--- src/rtl/c3f_pkg.sv ---
// Shared types, register codes and reset values for the 3x3 image filter.
package c3f_pkg;

  localparam int unsigned PIX_W      = 8;
  localparam int unsigned OUT_W      = 20;
  localparam int unsigned COEF_REG_W = 24;
  localparam int unsigned FW_W       = 11;
  localparam int unsigned FH_W       = 16;
  localparam int unsigned IDX_W      = 3;

  localparam logic [IDX_W-1:0] REG_COEF_TOP     = 3'd0;
  localparam logic [IDX_W-1:0] REG_COEF_MID     = 3'd1;
  localparam logic [IDX_W-1:0] REG_COEF_BOT     = 3'd2;
  localparam logic [IDX_W-1:0] REG_FRAME_WIDTH  = 3'd3;
  localparam logic [IDX_W-1:0] REG_FRAME_HEIGHT = 3'd4;

  localparam logic KIND_PIXEL = 1'b0;
  localparam logic KIND_DRAIN = 1'b1;

  localparam logic [COEF_REG_W-1:0] COEF_TOP_RESET = 24'd16711681;
  localparam logic [COEF_REG_W-1:0] COEF_MID_RESET = 24'd16646146;
  localparam logic [COEF_REG_W-1:0] COEF_BOT_RESET = 24'd16711681;
  localparam logic [FW_W-1:0]       FW_RESET       = 11'd3;
  localparam logic [FH_W-1:0]       FH_RESET       = 16'd3;

  typedef struct packed {
    logic             kind;
    logic [PIX_W-1:0] pixel;
  } pix_req_t;

  typedef struct packed {
    logic signed [OUT_W-1:0] filtered;
    logic                    end_of_frame;
  } res_t;

  typedef struct packed {
    logic emit;
    logic top_ok;
    logic bot_ok;
    logic left_ok;
    logic right_ok;
    logic last;
  } tap_ctl_t;

endpackage

--- src/rtl/c3f_mac.sv ---
// Masked 3x3 products, adder tree and output register.
module c3f_mac #(
  parameter int PIXEL_BITS = 8,
  parameter int COEF_BITS  = 8
) (
  input  logic                                   clk,
  input  logic                                   rst,
  input  logic                                   in_valid,
  output logic                                   in_ready,
  input  logic [8:0][PIXEL_BITS-1:0]             taps,
  input  c3f_pkg::tap_ctl_t                      ctl,
  input  logic [2:0][c3f_pkg::COEF_REG_W-1:0]    coef_rows,
  output logic                                   out_valid,
  input  logic                                   out_ready,
  output c3f_pkg::res_t                          out_res
);
  import c3f_pkg::*;

  localparam int PW    = PIXEL_BITS + COEF_BITS + 1;
  localparam int SUM_W = PW + 4;
  localparam int EXT_W = (SUM_W > OUT_W) ? SUM_W : OUT_W;

  logic signed [PW-1:0]    prod      [9];
  logic signed [PW-1:0]    prod_next [9];
  logic                    s2_valid;
  logic                    s2_last;
  logic                    out_free;
  logic signed [SUM_W-1:0] sum_next;
  logic signed [EXT_W-1:0] sum_ext;

  assign out_free = !out_valid || out_ready;
  assign in_ready = !s2_valid || out_free;

  always_comb begin
    logic [3*COEF_BITS-1:0]        cw;
    logic signed [COEF_BITS-1:0]   cs;
    logic signed [PIXEL_BITS:0]    ps;
    logic                          keep;
    for (int r = 0; r < 3; r++) begin
      for (int c = 0; c < 3; c++) begin
        cw   = (3*COEF_BITS)'(coef_rows[r]);
        cs   = signed'(cw[c*COEF_BITS +: COEF_BITS]);
        ps   = signed'({1'b0, taps[r*3+c]});
        keep = (r != 0 || ctl.top_ok) && (r != 2 || ctl.bot_ok) &&
               (c != 0 || ctl.left_ok) && (c != 2 || ctl.right_ok);
        prod_next[r*3+c] = keep ? PW'(ps) * PW'(cs) : '0;
      end
    end
  end

  always_comb begin
    sum_next = '0;
    for (int i = 0; i < 9; i++) begin
      sum_next = sum_next + SUM_W'(prod[i]);
    end
    sum_ext = EXT_W'(sum_next);
  end

  always_ff @(posedge clk) begin
    if (rst) begin
      s2_valid  <= 1'b0;
      out_valid <= 1'b0;
    end else begin
      if (in_ready) begin
        s2_valid <= in_valid;
      end
      if (out_free) begin
        out_valid <= s2_valid;
      end
    end
  end

  always_ff @(posedge clk) begin
    if (in_valid && in_ready) begin
      prod    <= prod_next;
      s2_last <= ctl.last;
    end
    if (s2_valid && out_free) begin
      out_res.filtered     <= sum_ext[OUT_W-1:0];
      out_res.end_of_frame <= s2_last;
    end
  end

endmodule

--- config.mk ---
export PLATFORM = sky130hd
export DESIGN_NAME = c3f_mac
export DESIGN_NICKNAME = d
export VERILOG_FILES = /design/src/rtl/c3f_pkg.sv /design/src/rtl/c3f_mac.sv
export SDC_FILE = /design/constraint.sdc
export NUM_CORES = 2
export LEC_CHECK = 0
export ABC_AREA = 1
export ABC_CLOCK_PERIOD_IN_PS = 7400
export CAP_MARGIN = 20
export CORE_MARGIN = 2
export CORE_UTILIZATION = 40
export CTS_CLUSTER_DIAMETER = 30
export DETAILED_ROUTE_END_ITERATION = 10
export DONT_BUFFER_PORTS = 1
export HOLD_SLACK_MARGIN = 0.06
export SYNTH_ARGS = -nofsm -noshare
export SYNTH_HDL_FRONTEND = slang
export SYNTH_SLANG_ARGS = --single-unit
export TNS_END_PERCENT = 100
--- constraint.sdc ---
create_clock -name clk -period 7.4 [get_ports clk]
set_clock_uncertainty 0.05 [all_clocks]
set_input_delay 2.22 -clock clk [delete_from_list [all_inputs] [get_ports clk]]
set_output_delay 2.22 -clock clk [all_outputs]
set_load 0.005 [all_outputs]
After elaboration in Yosys (flattened, before gate mapping)
Index checks and enable logic that the tools add are counted.
{"block": "op_classes", "add_sub_neg": 8, "n_reduce_logical": 10, "n_mul": 9}
{"cell": "$mul A9 B8 Y17", "count": 9}
{"cell": "$add A20 B17 Y20", "count": 5}
{"cell": "$add A19 B17 Y20", "count": 1}
{"cell": "$add A18 B17 Y19", "count": 1}
{"cell": "$add A17 B17 Y18", "count": 1}
{"cell": "$logic_and A1 B1 Y1", "count": 6}
{"cell": "$logic_not A1 Y1", "count": 2}
{"cell": "$logic_or A1 B1 Y1", "count": 2}
{"block": "totals", "word_cells": 41, "input_bits": 154, "reg_bits": 177}

Logic depth before layout (Yosys ltp)
{"block": "logic_depth", "ltp_word": 8, "depth_mapped": 21}

Least setup slack after synthesis
Ideal clock, no wire load.
{"block": "synth_path", "path_kind": "input to register", "start": "input out_ready", "end": "register prod[0] (netlist bit), enable pin", "path_slack_ns": 1.400, "arrival_time_ns": 5.443, "stages": 4, "setup_time_ns": 0.507, "path_cell_list": "inv_1 nand3_1 nand2_1 inv_1"}
{"block": "synth_via", "elab_chain_len": 3}
{"element": "from (decl)", "line_no": "c3f_mac.sv:14", "rtl": "input logic out_ready,"}
{"element": "$logic_or A1 B1 Y1", "line_no": "c3f_mac.sv:31", "rtl": "assign out_free = !out_valid || out_ready;"}
{"element": "$logic_or A1 B1 Y1", "line_no": "c3f_mac.sv:32", "rtl": "assign in_ready = !s2_valid || out_free;"}
{"element": "named net in_ready", "line_no": "c3f_mac.sv:9", "rtl": "output logic in_ready,"}
{"element": "$logic_and A1 B1 Y1", "line_no": "c3f_mac.sv:74", "rtl": "if (in_valid && in_ready) begin"}
{"element": "to (signal assigned)", "line_no": "c3f_mac.sv:75", "rtl": "prod <= prod_next;"}
{"element": "to (decl)", "line_no": "c3f_mac.sv:23", "rtl": "logic signed [PW-1:0] prod [9];"}
The timed path passes the listed nets, and every way through them passes these cells.
A chain may end at the register's enable or synchronous reset.

Worst setup path in the final report
{"block": "layout_path", "start": "input coef_rows[63] (netlist bit)", "end": "register prod[28] (netlist bit), data pin"}
{"block": "layout_via", "elab_chain_len": 1}
{"element": "from (decl)", "line_no": "c3f_mac.sv:12", "rtl": "input logic [2:0][c3f_pkg::COEF_REG_W-1:0] coef_rows,"}
{"element": "$mul A9 B8 Y17", "line_no": "c3f_mac.sv:46", "rtl": "prod_next[r*3+c] = keep ? PW'(ps) * PW'(cs) : '0;"}
No other way between the ends.

==> out/results.ini <==
[sta]
tightest_slew_ns = 0.667
period_minus_slack_ns = 5.74
fin_setup_tns_ns = 0
fmax_mhz = 174
slew_headroom_pct = 55.5
setup_viol = 0
slew_violations = 0
fin_hold_ws_ns = 0.379
rsz0062_at_grt = false
layout_worst_path_cycle_share_pct = 77.6
hold_viol = 0

[cts]
cts_buffers = 17
clock_sinks = 177
clk_latency_ns = 0.45
cts_buffer_depth = 2
cts_setup_buffers = 0
cts-root-buf = clkbuf_16
post_cts_resized = 0
cts_tree = built
cts-htree-levels = 4
cts.clk_slew.worst_paths_ns = 0.07
hold_buffers = 0

[synth]
yosys.area_share.adder_pct = 44.5
synthMuxAreaShare_pct = 0
synth_compound_area_share_pct = 3.13
yosys.cell_types.count = 35
syn-num-nets = 5114
synth_seq_area_share_pct = 16.6
synth_xor_area_share_pct = 0.847
synthArstFlopShare_pct = 0
ys_seq_elements = 177
avgSynthCellArea_sq_um = 7.78
synth_flop_cell = edfxtp_1
yosys_warnings = 0
yosys.area_share.simple_pct = 18.8
synth-edff-count = 175
synth_top_family_by_area = adder cells
syn-cell-area_sq_um = 31900
synthCells = 4099

[finish]
nNetsFinal = 4992
area_growth_pct = 4.21
layout-drive-gt1-share_pct = 3.16
diodes = 0
final_util_pct = 42.1
stdcell_count = 5039

[drt]
post_drt_wl_per_cell_um = 14.1
drc = 0
avgViaCountPerCell = 4.59
final_antenna_net_count = 0
drt-total-wl_mm = 71.3
drtIter0Drc = 1209
route.vias.total = 23119
drt_pass1_iterations = 7

[setup_path]
r2r-end = out_res[13]
path_cells = clkinv_1, or2_2, fa_1, inv_1, fa_1, fa_1, inv_1, fa_1, inv_1, ha_1, nand2_1, inv_1, nand2_1, nand2_1, nor3b_1, nor3_2
arrival_ns = 5.88
crit_fanout = 9
criticalPathCategory = in2reg
crit-reg2reg-launch = prod[104]
critPathTopFamily = adder cells
rrSetupSlack_ns = 3.05
worstRegToRegCells = 15
critPathCaptureType = flop
crit_path_max_incr_delay_ns = 0.49
slowest_stage = fa_1
cp-start-kind = primary input
critPathRequiredTime_ns = 7.54
critPathBufInv = 5

[global_route]
grt_max_degree = 89
antenna_found_initial = 0
grt.total_usage_pct = 18.1
grt_overflow = 0
grt_pass1_vias = 23027
grt_first_pass_wirelength_mm = 119

[hold_path]
hold_class = reg2reg
hold_path_startpoint = s2_last
holdPathStages = 0
worstHoldEndpoint = out_res[0]

[floorplan]
die_y_um = 286
fp.dieW_um = 286
core_sq_um = 79000
fp-row-count = 103
num_io_pins = 177
start_util_pct = 40.4
die_area_sq_um = 82000

[flow_run]
max_cap_viol_count = 0

[placement]
dp.cells = 5008
place.gp.congestion = 0.871
dp_hpwl_mm = 62.1
port-buffer-count = 0

[status]
status = completed

==> area by class of cell <==
cell class	count	area (sq um)
clock buffer	18	429
fill	8020	45800
multi-input combinational	2551	21400
tap	1050	1310
timing repair buffer	2	27.5
inverter	1228	4610
clock inverter	13	111
sequential	177	5300
==> routing by layer <==
layer | up-vias | routed length, um | track usage (%)
li1 | 11654 | - | -
met2 | 315 | 35700 | 32.1
met4 | 0 | 1050 | 3.14
met1 | 11099 | 31800 | 23.7
met5 | - | 0 | 0
met3 | 51 | 2660 | 2.62
==> worst max-delay path by stage <==
stage / startpoint / end / slack [ns] / depth (start not counted)
3_3_place_gp: coef_rows[55] / prod[50] / 1.09 / 17
3_5_place_dp: coef_rows[39] / prod[84] / 1.18 / 16
5_1_grt: coef_rows[55] / prod[49] / 1.38 / 19
2_1_floorplan: out_ready / prod[0] / 1.40 / 4
4_1_cts: coef_rows[55] / prod[50] / 1.65 / 17
6_report: coef_rows[63] / prod[28] / 1.66 / 16
==> worst reg2reg max path, cell delays in order (launching register included) <==
cell and delay, ns:
edfxtp_1 0.44, fa_1 0.64, fa_1 0.47, fa_1 0.54
inv_1 0.05, fa_1 0.42, inv_1 0.06, ha_1 0.21
inv_1 0.08, fa_1 0.48, o21ai_2 0.25, nand2_1 0.09
nand2_2 0.09, nand2_1 0.07, nand3_1 0.07, nand2_1 0.07
==> per-stage QoR <==
step           setup slack [ns]  cell area, sq um
2_1_floorplan              1.40             31900
3_3_place_gp               1.09             32700
3_5_place_dp               1.18             32700
4_1_cts                    1.65             33200
5_1_grt                    1.38             33200
6_report                   1.66             33200
==> Yosys cell counts, types with 2 or more instances <==
master	n	area [sq um]
nand4_1	6	37.5
o21a_1	2	15.0
edfxtp_1	175	5260
clkbuf_1	135	507
o21ai_0	47	235
buf_2	8	40.0
a21oi_1	110	551
nor3_2	2	20.0
nor2_2	3	18.8
inv_1	1224	4590
a21oi_2	4	35.0
nand2_1	998	3750
or2_2	43	269
fa_1	454	9090
nor3b_1	3	22.5
nand3_1	114	571
nor2_1	258	968
clkinv_1	3	11.3
ha_1	407	5090
dfxtp_1	2	40.0
nand2_2	26	163
xor2_1	17	149
nand3_2	10	100
o21ai_2	3	26.3
nor3_1	5	25.0
a21o_1	14	105
and2_1	6	37.5
a31oi_1	2	12.5
xnor2_1	12	105
==> sequential cells by signal, summed over array words and instances (netlist names) <==
register,cells
s2_last,1
out_valid,1
s2_valid,1
prod,153
out_res,21
==> logic make-up after synthesis <==
| group | count (synthesis) |
|---|---|
| AO/OA/AOI/OAI | 185 |
| buffers and inverters | 1371 |
| adder cells (fa/ha/maj) | 861 |
| XOR/XNOR | 30 |
| AND/OR/NAND/NOR | 1475 |
| flip-flops | 177 |
==> placed cells by master, fill, tap and decap left out, drive strengths merged <==
cell type	n
nor2	261
xnor2	12
o21a	2
or2	43
nand2	1024
clkinv	9
dfxtp	2
ha	407
nor3b	4
bufinv	1
fa	454
buf	2
xor2	18
clkbuf	18
o211ai	1
o21bai	1
a31oi	2
o21ai	51
edfxtp	175
and2	6
a21o	14
nand4	6
nor3	7
clkinvlp	2
a21oi	114
nand3	124
inv	1229
Power is not shown: default switching activity piles up to over one toggle a cycle in this logic, so the estimate is an artifact.
