`src/rtl/c3f_pkg.sv`:
```
// Shared types, register codes and reset values for the 3x3 image filter.
package c3f_pkg;

  localparam int unsigned PIX_W      = 8;
  localparam int unsigned OUT_W      = 20;
  localparam int unsigned COEF_REG_W = 24;
  localparam int unsigned FW_W       = 11;
  localparam int unsigned FH_W       = 16;
  localparam int unsigned IDX_W      = 3;

  localparam logic [IDX_W-1:0] REG_COEF_TOP     = 3'd0;
  localparam logic [IDX_W-1:0] REG_COEF_MID     = 3'd1;
  localparam logic [IDX_W-1:0] REG_COEF_BOT     = 3'd2;
  localparam logic [IDX_W-1:0] REG_FRAME_WIDTH  = 3'd3;
  localparam logic [IDX_W-1:0] REG_FRAME_HEIGHT = 3'd4;

  localparam logic KIND_PIXEL = 1'b0;
  localparam logic KIND_DRAIN = 1'b1;

  localparam logic [COEF_REG_W-1:0] COEF_TOP_RESET = 24'd16711681;
  localparam logic [COEF_REG_W-1:0] COEF_MID_RESET = 24'd16646146;
  localparam logic [COEF_REG_W-1:0] COEF_BOT_RESET = 24'd16711681;
  localparam logic [FW_W-1:0]       FW_RESET       = 11'd3;
  localparam logic [FH_W-1:0]       FH_RESET       = 16'd3;

  typedef struct packed {
    logic             kind;
    logic [PIX_W-1:0] pixel;
  } pix_req_t;

  typedef struct packed {
    logic signed [OUT_W-1:0] filtered;
    logic                    end_of_frame;
  } res_t;

  typedef struct packed {
    logic emit;
    logic top_ok;
    logic bot_ok;
    logic left_ok;
    logic right_ok;
    logic last;
  } tap_ctl_t;

endpackage

```
`src/rtl/c3f_seq.sv`:
```
// Stream position counters and neighborhood edge masks.
module c3f_seq #(
  parameter int MAX_WIDTH = 1024
) (
  input  logic                         clk,
  input  logic                         rst,
  input  logic                         accept,
  input  logic                         restart,
  input  logic [c3f_pkg::FW_W-1:0]     frame_width,
  input  logic [c3f_pkg::FH_W-1:0]     frame_height,
  output logic [$clog2(MAX_WIDTH)-1:0] col,
  output c3f_pkg::tap_ctl_t            ctl
);
  import c3f_pkg::*;

  localparam int CW = $clog2(MAX_WIDTH);

  typedef enum logic [1:0] {ROW_FIRST, ROW_SECOND, ROW_REST} row_phase_t;

  row_phase_t      phase;
  logic [CW-1:0]   in_col;
  logic [CW-1:0]   out_col;
  logic [FH_W-1:0] out_row;
  logic [CW-1:0]   wm1;
  logic [FH_W-1:0] hm1;

  always_comb begin
    if (frame_width == '0) begin
      wm1 = '0;
    end else if (32'(frame_width) > 32'(MAX_WIDTH)) begin
      wm1 = CW'(MAX_WIDTH - 1);
    end else begin
      wm1 = CW'(frame_width - FW_W'(1));
    end
    hm1 = (frame_height == '0) ? '0 : frame_height - FH_W'(1);
  end

  assign col = (in_col > wm1) ? '0 : in_col;

  always_comb begin
    ctl.emit     = (phase == ROW_REST) || ((phase == ROW_SECOND) && (col != '0));
    ctl.top_ok   = (out_row != '0);
    ctl.bot_ok   = (out_row != hm1);
    ctl.left_ok  = (out_col != '0);
    ctl.right_ok = (out_col != wm1);
    ctl.last     = (out_row == hm1) && (out_col == wm1);
  end

  always_ff @(posedge clk) begin
    if (rst || restart) begin
      phase   <= ROW_FIRST;
      in_col  <= '0;
      out_col <= '0;
      out_row <= '0;
    end else if (accept) begin
      if (ctl.emit && ctl.last) begin
        phase   <= ROW_FIRST;
        in_col  <= '0;
        out_col <= '0;
        out_row <= '0;
      end else begin
        if (col == wm1) begin
          in_col <= '0;
          unique case (phase)
            ROW_FIRST:  phase <= ROW_SECOND;
            ROW_SECOND: phase <= ROW_REST;
            ROW_REST:   phase <= ROW_REST;
            default:    phase <= ROW_FIRST;
          endcase
        end else begin
          in_col <= col + CW'(1);
        end
        if (ctl.emit) begin
          if (out_col == wm1) begin
            out_col <= '0;
            out_row <= out_row + FH_W'(1);
          end else begin
            out_col <= out_col + CW'(1);
          end
        end
      end
    end
  end

endmodule

```
`config.mk`:
```
export PLATFORM = sky130hd
export DESIGN_NAME = c3f_seq
export DESIGN_NICKNAME = d
export VERILOG_FILES = /design/src/rtl/c3f_pkg.sv /design/src/rtl/c3f_seq.sv
export SDC_FILE = /design/constraint.sdc
export NUM_CORES = 1
export LEC_CHECK = 0
export BUFFER_PORTS_ARGS = -buffer_cell sky130_fd_sc_hd__buf_4
export CAP_MARGIN = 40
export CORE_AREA = 2 2 97 99
export DETAILED_ROUTE_END_ITERATION = 16
export DIE_AREA = 0 0 99 101
export PLACE_DENSITY = 0.7
export SYNTH_ARGS = -nofsm -noshare
export SYNTH_HDL_FRONTEND = slang
export SYNTH_SLANG_ARGS = --single-unit
```
`constraint.sdc`:
```
create_clock -name clk -period 11.43 [get_ports clk]
set_input_delay 1.143 -clock clk [delete_from_list [all_inputs] [get_ports clk]]
set_output_delay 1.143 -clock clk [all_outputs]
set_load 0.05 [all_outputs]
```
# After elaboration in Yosys (flattened, before gate mapping)
# Index checks and enable logic that the tools add are counted.
[totals]
inputBits = 31
out_inout_bits = 16
memories = 0
rom_bits = 0
ramBits = 0
latch_bits = 0
ff_bits = 38
word_cells = 51
[op_classes]
addsub = 5
n_shift = 0
eq_ne = 7
div_mod_pow = 0
multipliers = 0
order_cmp = 2
bitwise_logic = 0
mux = 15
reduce_logical = 18
[ops]
columns = ["op", "count"]
rows = [
  ["$mux W10", 8],
  ["$mux W16", 4],
  ["$add A10 B1 Y10 const B", 2],
  ["$eq A10 B10 Y1", 2],
  ["$reduce_bool A10 Y1", 2],
  ["$add A16 B1 Y16 const B", 1],
  ["$eq A16 B16 Y1", 1],
  ["$logic_not A16 Y1", 1],
  ["$ne A16 B16 Y1", 1],
  ["$reduce_bool A16 Y1", 1],
  ["$sub A16 B1 Y16 const B", 1],
  ["$gt A11 B11 Y1 const B", 1],
  ["$logic_not A11 Y1", 1],
  ["$gt A10 B10 Y1", 1],
  ["$ne A10 B10 Y1", 1],
  ["$sub A10 B1 Y10 const B", 1],
  ["$reduce_bool A2 Y1", 3],
  ["$mux W2", 2],
  ["$pmux W2 S2", 1],
  ["$reduce_and A2 Y1", 2],
  ["$logic_and A1 B1 Y1", 3],
  ["$reduce_and A3 Y1", 1],
  ["$eq A2 B1 Y1 const B", 1],
  ["$eq A2 B2 Y1 const B", 1],
  ["other kinds (3)", 4],
]

# Logic depth before layout (Yosys ltp)
[depth]
word_depth = 11
ltp_mapped = 25
mapped_depth_nobuf = 21

# Least setup slack after synthesis
# Ideal clock, no wire load.
[synth_path]
kind = "input-to-output"
from = "in frame_width[0] (netlist bit)"
to = "out ctl[5] (netlist bit)"
arrival_time_ns = 5.895
required_ns = 10.287
path_slack_ns = 4.392
path_buffers = 4
cell_stages = 21
cell_sequence = "clkbuf_1 inv_1 ha_1 clkbuf_1 nand2b_1 clkbuf_1 nor3_1 o21ai_0 inv_1 ha_1 nand4_1 a211oi_1 a2111oi_0 nor2_1 clkbuf_1 nor2_1 inv_1 ha_1 o21ai_0 a21oi_1 inv_1"
[synth_rtl]
columns = ["item", "line", "rtl"]
rows = [
  ["start, declared", "c3f_seq.sv:9", "input logic [c3f_pkg::FW_W-1:0] frame_width,"],
  ["end, declared", "c3f_seq.sv:12", "output c3f_pkg::tap_ctl_t ctl"],
]

==> summary.txt <==
status: finished clean
final setup margin: 4444 ps
worst min path class: reg2reg
Post-CTS Setup Bufs: 0
asr flop ratio synth: 0
Final #Nets: 675
r2r endpoint: out_row[14]
sequential share of the synthesized area: 0.1758
Clk pin slew, worst setup/hold paths: 80 ps
initial antenna violation count: 0
Tmin final: 6986 ps
GPL Wtd Cong: 0.9576
Least-Margin Pin Slew: 868.9 ps
Synth Area in XOR/XNOR: 0.07892
Post-Layout Cell Count: 735
Inserted Clock Buffers: 5
Crit Path Category: in2out
vias in the first global route: 4334
GRT overflow: 0
gr usage total: 0.2516
Placeable Area: 8977 um^2
Max Fclk: 143.1 MHz
Routed Antenna Nets: 0
simple-gate share of the synthesized area: 0.3524
pin count of the biggest net entering global routing: 24
DR vias/cell: 6.419
Main synth FF type: dfxtp_1
Port-buffer cells: 46
pre-CTS WS: 4475 ps
dpl hpwl: 9.525 mm
worst vdd ir: 0.00006158 V
first-pass GRT wire length: 21.07 mm
setup_tns: 0 ps
PwrDens: 70.24 nW/um^2
Netlist Area Pre-Place: 4328 um^2
DR iter-0 viols: 240
mux cell area share after synthesis: 0.02371
largest family of logic cells by synthesized area: simple AND/OR/NAND/NOR gates
Syn-to-layout area delta: 12.11%
Max-slew headroom: 0.4186
Fillers: 863
chip height: 101 um
Worst Hold End: out_row[0]
TritonCTS clock tree: built
fraction of layout cells with a size suffix above 1: 0.1362
Net Count, Synth: 649
Leakage: 1.809 nW
overall power: 0.3408 mW
Reg2Reg Setup Slack: 6700 ps
Post-synth EDFFs: 0
post_cts resized: 0
RSZ-0062 raised after global routing: no
Cell Rows: 35
Die Span X: 99 um
Reg area: 760.7 um^2
yosys warns: 0
critical path fanouts, max: 13
CP Capture Type: output pin
max_cap viols: 0
clock buffer depth: 2
Initial Util: 0.4821
Critical Path RT: 10290 ps
Avg Inst Size Synth: 7.249 um^2
detailed-route via count: 4718
Hold Crit Start: out_row[0]
post-synthesis compound-gate area fraction: 0.2382
CP Data Arrival Time: 5840 ps
R2R cell count: 13
Final setup viols: 0
Unique masters post-synth: 75
WHS Path Cells: 2
Final Hold Fails: 0
area of the multi-input gates: 3273 um^2
drt first pass iters: 5
Clock Latency Late Sink: 290 ps
RR Startpoint: in_col[3]
Root Buffer: clkbuf_8
final routed DRC violation total: 0
Syn Inst Count: 597
CTS Sinks: 38
skew final: 6.062 ps
FF+latch count, synth: 38
die area: 9999 um^2
dpl cells: 727
Routed WL: 12.66 mm
H-tree level count: 2
Post-Synth Adder-Cell Area: 0.06302
WL per Instance: 17.22 um
hold-fix buffers at CTS: 0
period utilisation layout: 0.6112
Antenna diodes: 0
CP Launch Type: input port
total I/O pin count: 47
Slew Viols, Final: 0
## layout make-up
type                            count  share of cell area
Clock buffer                        5             0.01418
Inverter                           40             0.03094
Multi-Input combinational cell    485              0.6746
Tap cell                          111             0.02862
Clock inverter                      3             0.01418
Sequential cell                    38              0.1568
Timing Repair Buffer               53             0.08071
## cell usage after synthesis (3+ instances only)
| library cell | count | area, um^2 |
|---|---|---|
| nor2_1 | 54 | 202.7 |
| inv_1 | 39 | 146.4 |
| dfxtp_1 | 38 | 760.7 |
| nand2_1 | 32 | 120.1 |
| nor3_1 | 31 | 155.2 |
| clkbuf_1 | 30 | 112.6 |
| a21oi_1 | 29 | 145.1 |
| nand4_1 | 29 | 181.4 |
| ha_1 | 21 | 262.8 |
| o21ai_0 | 21 | 105.1 |
| nor4_1 | 20 | 125.1 |
| xnor2_1 | 20 | 175.2 |
| xor2_1 | 19 | 166.4 |
| nand3_1 | 16 | 80.08 |
| and2_1 | 14 | 87.58 |
| and3_1 | 13 | 81.33 |
| o31ai_1 | 11 | 82.58 |
| and4_1 | 9 | 78.83 |
| mux2i_1 | 8 | 80.08 |
| nor2b_1 | 8 | 50.05 |
| o211ai_1 | 8 | 60.06 |
| or3_1 | 8 | 50.05 |
| or4_1 | 7 | 52.55 |
| a211oi_1 | 6 | 45.04 |
| a31oi_1 | 5 | 31.28 |
| nand2b_1 | 5 | 31.28 |
| o21a_1 | 5 | 37.54 |
| or2_2 | 5 | 31.28 |
| or4b_2 | 5 | 50.05 |
| a211o_1 | 4 | 35.03 |
| a21o_1 | 4 | 30.03 |
| o2111ai_1 | 4 | 35.03 |
| o22ai_1 | 4 | 25.02 |
| a2111oi_0 | 3 | 26.28 |
| nor3b_1 | 3 | 22.52 |
| o211a_1 | 3 | 30.03 |
| o32a_1 | 3 | 30.03 |
## layer usage
layer  GRT usage  wire length (um)  vias up
met5           0                 0        -
met4     0.07271               288        0
met3     0.03398               761       26
met2      0.4246              5996      170
met1      0.3356              5609     2215
li1            -                 -     2307
## placed cells by master (no fill, tap or decap), types with 16 or more instances in the layout
master	count
nand4_1	29
ha_1	21
inv_1	39
nor2_1	54
nor3_1	31
dfxtp_1	38
nand2_1	32
buf_4	49
nor4_1	20
nand3_1	16
xnor2_1	20
xor2_1	19
o21ai_0	21
a21oi_1	29
## flip-flops by register name, indices dropped and copies added (netlist names)
name,count
out_row,16
in_col,10
phase,2
out_col,10
## how the worst max path moves through the flow
stage / from / end / slack (ps) / cells after the start
global route: frame_width[0] / ctl[5] / 3960 / 19
detailed placement: frame_width[0] / out_row[14] / 4480 / 20
floorplan: frame_width[0] / ctl[5] / 4390 / 21
global placement: frame_width[0] / out_row[12] / 4500 / 20
CTS: frame_width[0] / ctl[5] / 4560 / 19
finish: frame_width[0] / ctl[5] / 4440 / 19
## stage by stage
| step | utilization | cell area (um^2) | hold slack (ps) |
|---|---|---|---|
| after floorplan | - | 4328 | 452.1 |
| after global placement | 0.5217 | 4683 | 468.7 |
| after detailed placement | 0.5252 | 4715 | 509.3 |
| after CTS | 0.5405 | 4852 | 520.3 |
| after global routing | 0.5405 | 4852 | 540.1 |
| final | 0.5405 | 4852 | 521.8 |
## cell families (layout without fill, tap and decap cells)
kind of cell | count (synthesis) | after routing
XOR/XNOR | 39 | 39
AND/OR/NAND/NOR | 271 | 271
multiplexers | 10 | 10
adder cells (fa/ha/maj) | 22 | 22
flip-flops | 38 | 38
buffers and inverters | 74 | 101
AO/OA/AOI/OAI | 143 | 143
## power by group
part	switching, mW	internal, mW
sequential	0.00102	0.133
clock	0.0515	0.0875
combinational	0.0418	0.0263
## critical path, cell delays in order
cell	delay, ps
buf_4	140
inv_1	70
ha_1	310
nand2b_1	480
nor3_1	190
o21ai_0	620
inv_1	100
ha_1	320
nand4_1	120
a211oi_1	270
a2111oi_0	140
nor2_1	690
nor2_1	210
inv_1	100
ha_1	130
o21ai_0	100
a21oi_1	410
inv_1	80
buf_4	200
No activity file was read; power rests on OpenSTA's default activity.
